--- src/rtl/isci_pkg.sv ---
// Shared types and constants for the interval set coalescing insert block.
package isci_pkg;

    localparam int TABLE_ENTRIES = 32;
    localparam int CNT_W         = $clog2(TABLE_ENTRIES + 1);
    localparam int KEY_W         = 64;

    typedef enum logic [2:0] {
        ST_OK        = 3'd0,
        ST_REVERSED  = 3'd1,
        ST_OVER_NEXT = 3'd2,
        ST_OVER_PREV = 3'd3,
        ST_FULL      = 3'd4
    } status_t;

    typedef enum logic [2:0] {
        OP_HOLD,
        OP_MERGE_BOTH,
        OP_MERGE_LEFT,
        OP_MERGE_RIGHT,
        OP_INSERT,
        OP_ROTATE
    } op_t;

    typedef struct packed {
        logic [KEY_W-1:0] start;
        logic [KEY_W-1:0] stop;
    } entry_t;

    typedef struct packed {
        logic over_next;
        logic over_prev;
        logic join_r;
        logic join_l;
    } flag_t;

endpackage

--- src/rtl/isci_cell.sv ---
// One table slot: holds a range, compares it with the incoming range, shifts with its neighbors.
module isci_cell (
    input  logic                       aclk,
    input  logic                       cmp_en,
    input  logic [isci_pkg::KEY_W-1:0] cmp_b,
    input  logic [isci_pkg::KEY_W-1:0] cmp_e,
    input  logic [isci_pkg::KEY_W-1:0] upd_b,
    input  logic [isci_pkg::KEY_W-1:0] upd_e,
    input  isci_pkg::op_t              op,
    input  logic                       occ,
    input  logic                       occ_next,
    input  logic                       le_prev,
    input  logic                       le_next,
    input  isci_pkg::entry_t           left_ent,
    input  isci_pkg::entry_t           right_ent,
    input  isci_pkg::entry_t           head_ent,
    output isci_pkg::entry_t           ent,
    output logic                       le,
    output isci_pkg::flag_t            flags
);

    isci_pkg::entry_t ent_reg;
    logic le_reg;
    logic gt_e_reg;
    logic eq_e_reg;
    logic gt_b_reg;
    logic eq_b_reg;
    logic is_next;
    logic is_prev;
    logic at_pos;

    assign ent     = ent_reg;
    assign le      = le_reg;
    assign at_pos  = !le_reg && le_prev;
    assign is_next = occ && at_pos;
    assign is_prev = le_reg && !le_next;

    assign flags.over_next = is_next && gt_e_reg;
    assign flags.join_r    = is_next && eq_e_reg;
    assign flags.over_prev = is_prev && gt_b_reg;
    assign flags.join_l    = is_prev && eq_b_reg;

    always_ff @(posedge aclk) begin
        if (cmp_en) begin
            le_reg   <= occ && (ent_reg.start <= cmp_b);
            gt_e_reg <= cmp_e > ent_reg.start;
            eq_e_reg <= cmp_e == ent_reg.start;
            gt_b_reg <= ent_reg.stop > cmp_b;
            eq_b_reg <= ent_reg.stop == cmp_b;
        end
        case (op)
            isci_pkg::OP_MERGE_BOTH: begin
                if (is_prev) begin
                    ent_reg.stop <= right_ent.stop;
                end else if (!le_reg) begin
                    ent_reg <= right_ent;
                end
            end
            isci_pkg::OP_MERGE_LEFT: begin
                if (is_prev) begin
                    ent_reg.stop <= upd_e;
                end
            end
            isci_pkg::OP_MERGE_RIGHT: begin
                if (is_next) begin
                    ent_reg.start <= upd_b;
                end
            end
            isci_pkg::OP_INSERT: begin
                if (at_pos) begin
                    ent_reg.start <= upd_b;
                    ent_reg.stop  <= upd_e;
                end else if (!le_reg) begin
                    ent_reg <= left_ent;
                end
            end
            isci_pkg::OP_ROTATE: begin
                if (occ && !occ_next) begin
                    ent_reg <= head_ent;
                end else begin
                    ent_reg <= right_ent;
                end
            end
            default: begin
            end
        endcase
    end

endmodule

--- config.mk ---
export PLATFORM = sky130hd
export DESIGN_NAME = isci_cell
export DESIGN_NICKNAME = d
export VERILOG_FILES = /design/src/rtl/isci_pkg.sv /design/src/rtl/isci_cell.sv
export SDC_FILE = /design/constraint.sdc
export NUM_CORES = 1
export LEC_CHECK = 0
export BUFFER_PORTS_ARGS = -buffer_cell sky130_fd_sc_hd__buf_2
export CAP_MARGIN = 5
export CORE_AREA = 2 2 304 306
export DETAILED_ROUTE_END_ITERATION = 8
export DIE_AREA = 0 0 306 308
export HOLD_SLACK_MARGIN = 0.12
export SLEW_MARGIN = 10
export SYNTH_ARGS = -nofsm -noshare
export SYNTH_HDL_FRONTEND = slang
export SYNTH_SLANG_ARGS = --single-unit
--- constraint.sdc ---
create_clock -name aclk -period 12.5 [get_ports aclk]
set_input_delay 0.625 -clock aclk [delete_from_list [all_inputs] [get_ports aclk]]
set_output_delay 0.625 -clock aclk [all_outputs]
set_load 0.05 [all_outputs]
# --- Word-level counts from Yosys, hierarchy flattened ---
# Cells that the tools add are included.
classes:
  eq_ne: 13
  muxes: 10
  n_reduce_logical: 16
  n_lt_le_gt_ge: 3
op_table:
  columns: ["cell", "n"]
  rows:
  - ["$mux W128", 4]
  - ["$pmux W64 S4", 2]
  - ["$mux W64", 4]
  - ["$eq A64 B64 Y1", 2]
  - ["$gt A64 B64 Y1", 2]
  - ["$le A64 B64 Y1", 1]
  - ["$logic_and A1 B1 Y1", 9]
  - ["$ne A2 B2 Y1 const B", 4]
  - ["$reduce_bool A4 Y1", 2]
  - ["$eq A3 B2 Y1 const B", 2]
  - ["$eq A3 B3 Y1 const B", 2]
  - ["$ne A3 B3 Y1 const B", 2]
  - ["$reduce_and A5 Y1", 1]
  - ["$reduce_and A4 Y1", 1]
  - ["$eq A3 B1 Y1 const B", 1]
  - ["$logic_not A1 Y1", 3]
totals:
  reg_bits: 133
  inputBits: 649
  out_inout_bits: 133
  word_cells: 49

# --- Longest topological paths before layout ---
# Gate-level depths: netlist of the first run.
logic_depth:
  word_depth: 5
  mapped_depth: 8
  ltp_nobuf: 8

# --- Worst setup path before layout of the first run ---
# OpenSTA, ideal clock, no wires.
synth_timing:
  path_kind: "input-to-reg"
  start: "input port op[0]"
  end: "register ent_reg (netlist bit ent[100]) (enable)"
  path_buffers: 1
  stages: 4
  setup_slack_ns: 6.193
  arrival_ns: 5.733
  cell_sequence: "buf_2 -> inv_1 -> maj3_1 -> o21ai_0"
synth_via:
  elab_chain_len: 3
  elab_cells_between_ends: 10
  cone_classes: "eq/ne (8); reduce/logical (2)"
synth_lines:
  columns: ["element", "line", "text"]
  rows:
  - ["start, declared", "isci_cell.sv:9", "input isci_pkg::op_t op,"]
  - ["$eq A3 B3 Y1, or another cell as far along", "isci_cell.sv:51", "case (op)"]
  - ["$ne A3 B3 Y1 (no source line), or another cell as far along", null, null]
  - ["$reduce_and A5 Y1 (no source line) (*)", null, null]
  - ["end signal, assigned", "isci_cell.sv:56", "ent_reg <= right_ent;"]
  - ["end signal, assigned", "isci_cell.sv:74", "ent_reg <= left_ent;"]
  - ["end signal, assigned", "isci_cell.sv:79", "ent_reg <= head_ent;"]
  - ["end, declared", "isci_cell.sv:22", "isci_pkg::entry_t ent_reg;"]
# Every way passes the cells marked *; elsewhere a longest branch is shown, timed or not.
# A chain may end at the register's enable or synchronous reset.

# --- Worst setup path in the final report of the first run ---
layout_timing:
  start: "register ent_reg (netlist bit ent[102])"
  end: "register gt_e_reg (data pin)"
layout_via:
  elab_chain_len: 1
layout_lines:
  columns: ["element", "line", "text"]
  rows:
  - ["$gt A64 B64 Y1", "isci_cell.sv:46", "gt_e_reg <= cmp_e > ent_reg.start;"]
  - ["end signal, assigned", "isci_cell.sv:46", null]
  - ["end, declared", "isci_cell.sv:24", "logic gt_e_reg;"]
# Every way passes these cells.

==> results of run 1 <==
==> power breakdown <==
| group | switching (W) | leakage [nW] | internal (W) |
|---|---|---|---|
| clock | 0.000239 | 0.290 | 0.000331 |
| combinational | 0.000401 | 6.86 | 0.000216 |
| sequential | 0.0000483 | 1.28 | 0.000550 |
| total | 0.000688 | 8.43 | 0.00110 |
==> cell families (layout without fill, tap and decap cells) <==
family          after synthesis  count (layout)  share of synthesized area
compound gates              288             288                     0.1983
fa+ha+maj                   193             193                     0.2132
buf+inv                     188             961                    0.06910
flops                       133             133                     0.3529
other cells                   0              11                          0
simple gates                427             427                     0.1665
==> how the worst max path moves through the flow <==
| stage | from | to | slack, ns | cells past startpoint |
|---|---|---|---|---|
| finish | ent[102] | gt_e_reg | 8.81 | 8 |
| global route | ent[102] | gt_e_reg | 8.36 | 8 |
| CTS | ent[85] | gt_e_reg | 8.38 | 8 |
| detailed placement | cmp_e[38] | gt_e_reg | 8.15 | 8 |
| global placement | cmp_e[38] | gt_e_reg | 8.09 | 8 |
| floorplan | op[0] | ent[100] | 6.19 | 4 |
==> worst register-to-register path: cells and delay by family, from the launching register on <==
family,cells,cell delay (ns)
compound gates,1,0.67
buf+inv,1,0.10
flops,1,0.39
simple gates,5,2.08
fa+ha+maj,1,0.32
==> Yosys cell counts (2+ instances only) <==
master | instances | area [µm²]
a211oi_1 | 6 | 45.04
and4_1 | 8 | 70.07
buf_6 | 6 | 67.56
nor4_1 | 8 | 50.05
buf_2 | 25 | 125.1
a222oi_1 | 128 | 1281
nand4_1 | 35 | 219.0
a31oi_2 | 2 | 25.02
clkbuf_1 | 21 | 78.83
ha_1 | 192 | 2402
nor3_2 | 2 | 20.02
buf_1 | 2 | 7.510
and3b_1 | 2 | 17.52
or4_1 | 2 | 15.01
nand2_1 | 312 | 1171
a21o_1 | 11 | 82.58
and3_1 | 3 | 18.77
a221oi_1 | 9 | 78.83
and2_1 | 2 | 12.51
a21oi_1 | 80 | 400.4
nor3_1 | 9 | 45.04
inv_1 | 133 | 499.2
a21oi_2 | 2 | 17.52
o21ai_0 | 33 | 165.2
a221o_1 | 2 | 20.02
nand2b_1 | 6 | 37.54
nor2_1 | 10 | 37.54
nor2b_1 | 7 | 43.79
edfxtp_1 | 133 | 3994
nand3_1 | 17 | 85.08
==> layout make-up <==
cell class / instances / share of cell area
diodes: 11 / 0.001596
clock buffers: 17 / 0.02466
clock inverters: 15 / 0.01073
inverters: 134 / 0.02916
multi-input cells: 908 / 0.3836
flip-flops and latches: 133 / 0.2315
well taps: 1186 / 0.08602
repair buffers: 795 / 0.2327
==> per-layer routing <==
metal,track usage,up-vias,routed length [µm]
li1,-,6252,-
met1,0.1727,6266,28870
met2,0.2270,785,31490
met3,0.03346,98,5488
met4,0.06392,10,2481
met5,0,-,81
==> per-stage QoR <==
| step | instance area, µm² | hold slack [ns] | power, W |
|---|---|---|---|
| global route | 17250 | 0.3479 | 0.001893 |
| CTS | 17220 | 0.3110 | 0.001830 |
| finish | 17250 | 0.3911 | 0.001784 |
| floorplan | 11320 | 0.7375 | 0.0009427 |
| global placement | 16610 | 0.8948 | 0.001224 |
| detailed placement | 16610 | 0.8928 | 0.001230 |
==> flow_summary_export.csv, run 1 <==
group,metric,value,unit
clocking,cts_hold_buf,0,
detailed_routing,routed_wl,68410,µm
logic_synthesis,yosysSeqAreaShare,0.3529,
setup_path,critPathTopFamily,"simple AND/OR/NAND/NOR gates",
worst_hold_path,hp-class,"in -> reg",
setup_path,cp.arrival,4.03,ns
logic_synthesis,async_reset_ff_frac,0,
logic_synthesis,ys_warn_count,0,
placement,place.port_buffers,781,
clocking,post_cts_buffers,0,
worst_hold_path,hold-path-endpoint,"ent[8]",
final_layout,register_area,3994,µm²
setup_path,r2r_cells,8,
status,failed_checks,"design-rule violations",
logic_synthesis,synth_area,11320,µm²
placement,dpl.cell_count,3156,
logic_synthesis,ys_seq_elements,133,
logic_synthesis,synth_enable_flop_cells,133,
clocking,root_buffer,"clkbuf_16",
detailed_routing,avgRoutedWirePerCell,21.39,µm
setup_path,r2r_start,"ent[102]",
timing,tightestPinTransition,1.148,ns
timing,fin_skew,0.02377,ns
placement,place_congestion,0.8968,
detailed_routing,drt_first_pass_iters,9,
global_route,grt_usage,0.1391,
clocking,clk_pin_slew,0.08,ns
timing,fmax,271.0,MHz
final_layout,layout_commonest_cell,"buf_2",
final_layout,stdcell_count,3199,
timing,setup_viol,0,
timing,rsz0062_at_grt,"no",
final_layout,fill_cells,10238,
placement,dp_hpwl,57510,µm
die,die_w,306,µm
setup_path,crit_fanout,4,
global_route,grt_max_degree,69,
global_route,grt_pass1_vias,13114,
clocking,clock_sinks,133,
placement,pre_cts_ws,8.150,ns
clocking,cts_resized,0,
logic_synthesis,synth.net_count,2070,
setup_path,start_kind,"flip-flop",
setup_path,worst-path-buf-inv,1,
logic_synthesis,synth_cell_type_count,51,
setup_path,worst_ep_required_time,12.85,ns
final_layout,largest_reg_flops,128,
detailed_routing,vias_per_cell,4.192,
die,core_area,90970,µm²
setup_path,slowest_delay,1.02,ns
setup_path,ff2ff_setup_slack,8.81,ns
final_layout,layout-drive-gt1-share,0.4196,
detailed_routing,drc_errors,31,
setup_path,worstPathCellList,"inv_1 -> ha_1 -> nand4_1 -> nor4_1 -> nand4_1 -> a31oi_1 -> nor4_1 -> nor2_1",
die,std_cell_rows,111,
die,die_area,94250,µm²
final_layout,multiInputGateArea,6618,µm²
clocking,cts_buffers,17,
detailed_routing,vias,13411,
final_layout,nets,2830,
timing,max_slew_margin,0.2275,
final_layout,layout_common_cells,"buf_2 (781), nand2_1 (311), ha_1 (192)",
run,max_cap_viol_count,0,
timing,setup_tns,0,ns
clocking,clk-insertion-delay-late,0.50,ns
worst_hold_path,worstHoldStart,"upd_e[8]",
clocking,h-tree-depth,4,
die,fp.dieH,308,µm
status,status,"finished, violations left",
logic_synthesis,synth-main-ff-cell,"edfxtp_1",
timing,fin_crit_sh,0.2952,
global_route,grt_pass1_wl,91900,µm
timing,hold_viol,0,
pwr,ir_drop,0.0001062,V
setup_path,worstReg2RegEnd,"gt_e_reg",
timing,slew_viol_final,0,
final_layout,post-route-util,0.1896,
clocking,clock_path_buffers,2,
global_route,antenna_found_initial,26,
detailed_routing,ant_nets,0,
setup_path,crit_path_end_kind,"flip-flop",
logic_synthesis,synth_area_per_cell,9.208,µm²
die,initial_core_util,0.1244,
detailed_routing,drtIter0Drc,1395,
final_layout,area_growth,52.43,%
setup_path,cp_slowest_cell,"nor4_1",
timing,fin_crit,3.690,ns
logic_synthesis,synth_cells,1229,
die,io_pins,782,
pwr,power_density,103.4,nW/µm²
pwr,power.leakage,8.433,nW
timing,setup_ws,8.810,ns
clocking,cts_tree,"yes",
global_route,grt-ovfl-total,0,
setup_path,crit_type,"reg -> reg",
worst_hold_path,min_path_cells,3,
Power figures use the tool's default switching activity.
==> inputs of run 2 (changes only) <==
--- a/config.mk
+++ b/config.mk
@@ -7,9 +7,9 @@
 export LEC_CHECK = 0
 export BUFFER_PORTS_ARGS = -buffer_cell sky130_fd_sc_hd__buf_2
 export CAP_MARGIN = 5
-export CORE_AREA = 2 2 304 306
+export CORE_AREA = 2 2 305 307
 export DETAILED_ROUTE_END_ITERATION = 8
-export DIE_AREA = 0 0 306 308
+export DIE_AREA = 0 0 307 309
 export HOLD_SLACK_MARGIN = 0.12
 export SLEW_MARGIN = 10
 export SYNTH_ARGS = -nofsm -noshare
==> constraint.sdc (replaced) <==
create_clock -name aclk -period 3.8 [get_ports aclk]
set_input_delay 0.19 -clock aclk [delete_from_list [all_inputs] [get_ports aclk]]
set_output_delay 0.19 -clock aclk [all_outputs]
set_load 0.05 [all_outputs]
==> run 2 against run 1 <==
- the run still ends with design-rule violations left
- clock skew is 0.0013 ns lower
- via count is 9.0% higher
- largest cell class is now buffers
- worst hold slack worse by 0.25 ns
- largest power group unchanged
- sequential share of layout area is 3.2 points lower
- routed wire length is 7.8% higher
- critical endpoint is now ent[1]
- non-clock buffer count is 275 higher
- global-route usage is 0.84 points higher
- critical path depth is 1 higher
- flip-flop and latch count stayed put
==> flow_summary_export.csv, run 2 (synthesized netlist as in run 1, its figures left out) <==
group,metric,value,unit
setup_path,cp.arrival,3.83,ns
timing,setup_viol,0,
placement,place.port_buffers,781,
setup_path,worstPathCellList,"buf_2 -> nand2b_1 -> a21oi_2 -> a31oi_4 -> buf_4 -> a222oi_1 -> dlygate4sd3_1 -> nand2_1 -> dlygate4sd3_1",
timing,setup_tns,0,ns
clocking,post_cts_buffers,0,
setup_path,critPathTopFamily,"buffers and inverters",
worst_hold_path,worstHoldStart,"upd_e[15]",
die,io_pins,782,
worst_hold_path,hp-class,"in -> reg",
status,failed_checks,"design-rule violations",
worst_hold_path,hold-path-endpoint,"ent[15]",
detailed_routing,vias_per_cell,4.199,
detailed_routing,avgRoutedWirePerCell,21.19,µm
global_route,grt_max_degree,81,
clocking,cts_buffers,17,
setup_path,r2r_cells,7,
detailed_routing,drt_first_pass_iters,9,
detailed_routing,vias,14622,
setup_path,crit_type,"in -> reg",
detailed_routing,drc_errors,43,
timing,setup_ws,0.3293,ns
clocking,clk_pin_slew,0.08,ns
setup_path,start_kind,"primary input",
die,fp.dieH,309,µm
pwr,p_sw,0.002339,W
clocking,cts_tree,"yes",
placement,dp_hpwl,60260,µm
setup_path,crit_path_end_kind,"flip-flop",
worst_hold_path,min_path_cells,3,
placement,place_congestion,0.9251,
setup_path,cpMostUsedCell,"dlygate4sd3_1",
timing,slew_viol_final,0,
clocking,clk-insertion-delay-late,0.51,ns
die,die_w,307,µm
die,die_area,94860,µm²
pwr,power.leakage,9.636,nW
clocking,cts_hold_buf,263,
placement,pre_cts_ws,0.8774,ns
clocking,clock_path_buffers,2,
die,initial_core_util,0.1238,
pwr,p_int,0.003834,W
final_layout,layout_commonest_cell,"buf_2",
timing,holdWs,0.1415,ns
die,std_cell_rows,111,
die,core_area,91390,µm²
timing,tightestPinTransition,1.220,ns
clocking,cts_resized,0,
setup_path,r2r_start,"le",
timing,fmax,288.1,MHz
global_route,antenna_found_initial,34,
pwr,ir_drop,0.0003424,V
clocking,clock_sinks,133,
final_layout,nets,3105,
global_route,grt_usage,0.1475,
run,max_cap_viol_count,0,
setup_path,worst_ep_required_time,4.16,ns
final_layout,layout-drive-gt1-share,0.3751,
setup_path,crit_fanout,36,
final_layout,post-route-util,0.2193,
status,status,"finished, violations left",
global_route,grt_pass1_wl,98730,µm
final_layout,layout_common_cells,"buf_2 (781), nand2_1 (311), dlygate4sd3_1 (263)",
pwr,pwr-share-clk,0.298,
setup_path,worstReg2RegEnd,"ent[71]",
setup_path,cp_slowest_cell,"a31oi_4",
pwr,p_comb_frac,0.388,
pwr,power_density,307.9,nW/µm²
clocking,root_buffer,"clkbuf_16",
timing,hold_viol,0,
global_route,grt-ovfl-total,0,
pwr,sw_frac_of_total,0.3789,
global_route,grt_pass1_vias,14630,
detailed_routing,drtIter0Drc,1312,
detailed_routing,ant_nets,0,
timing,fin_crit,3.471,ns
timing,max_slew_margin,0.1863,
setup_path,slowest_delay,0.96,ns
setup_path,worst-path-buf-inv,4,
setup_path,ff2ff_setup_slack,0.37,ns
pwr,power,0.006173,W
timing,fin_skew,0.02244,ns
timing,fin_crit_sh,0.9133,
detailed_routing,routed_wl,73770,µm
pwr,pwr-share-seq,0.314,
clocking,h-tree-depth,4,
final_layout,largest_reg_flops,128,
final_layout,fill_cells,10040,
final_layout,area_growth,77.11,%
timing,rsz0062_at_grt,"no",
==> run 2: area by class of cell <==
class / count / area (µm²) / area share
multi-input combinational: 908 / 6613 / 0.3299
tap: 1186 / 1484 / 0.07403
sequential: 133 / 3994 / 0.1993
clock buffer: 18 / 429.2 / 0.02141
antenna: 19 / 47.55 / 0.002372
timing repair buffer: 1070 / 6799 / 0.3392
clock inverter: 14 / 175.2 / 0.008739
inverter: 134 / 503.0 / 0.02509
==> run 2: stage by stage <==
step | area (µm²) | instances
after floorplan | 11320 | 1229
after global placement | 16760 | 3168
after detailed placement | 16760 | 3168
after CTS | 20000 | 3463
after global routing | 20030 | 3477
final | 20040 | 3482
==> run 2: routing by layer <==
layer	track usage	part of all wire
met1	0.1793	0.42
met2	0.2494	0.47
met3	0.03446	0.074
met4	0.06205	0.033
met5	0	0.0017
==> run 2: worst min-delay path: cells and delay by family <==
kind          cells  cell delay, ns
simple gates      2            0.22
buf+inv           1            0.08
==> run 2: power by group through the flow <==
| stage | logic [W] | clock network [W] | registers [W] |
|---|---|---|---|
| floorplan | 0.000737 | 0 | 0.00236 |
| global placement | 0.00207 | 0 | 0.00197 |
| detailed placement | 0.00209 | 0 | 0.00198 |
| CTS | 0.00241 | 0.00194 | 0.00195 |
| global route | 0.00261 | 0.00197 | 0.00196 |
| finish | 0.00239 | 0.00184 | 0.00194 |
==> run 2: worst max-delay path by stage <==
stage | startpoint | end | slack (ns) | depth (start not counted)
final | op[1] | ent[1] | 0.33 | 9
after global routing | le | ent[71] | 0.19 | 7
after CTS | le | ent[75] | 0.47 | 7
after detailed placement | ent[125] | le | 0.88 | 7
after global placement | op[2] | ent[127] | 1.0 | 5
after floorplan | le | ent[100] | 0.59 | 2
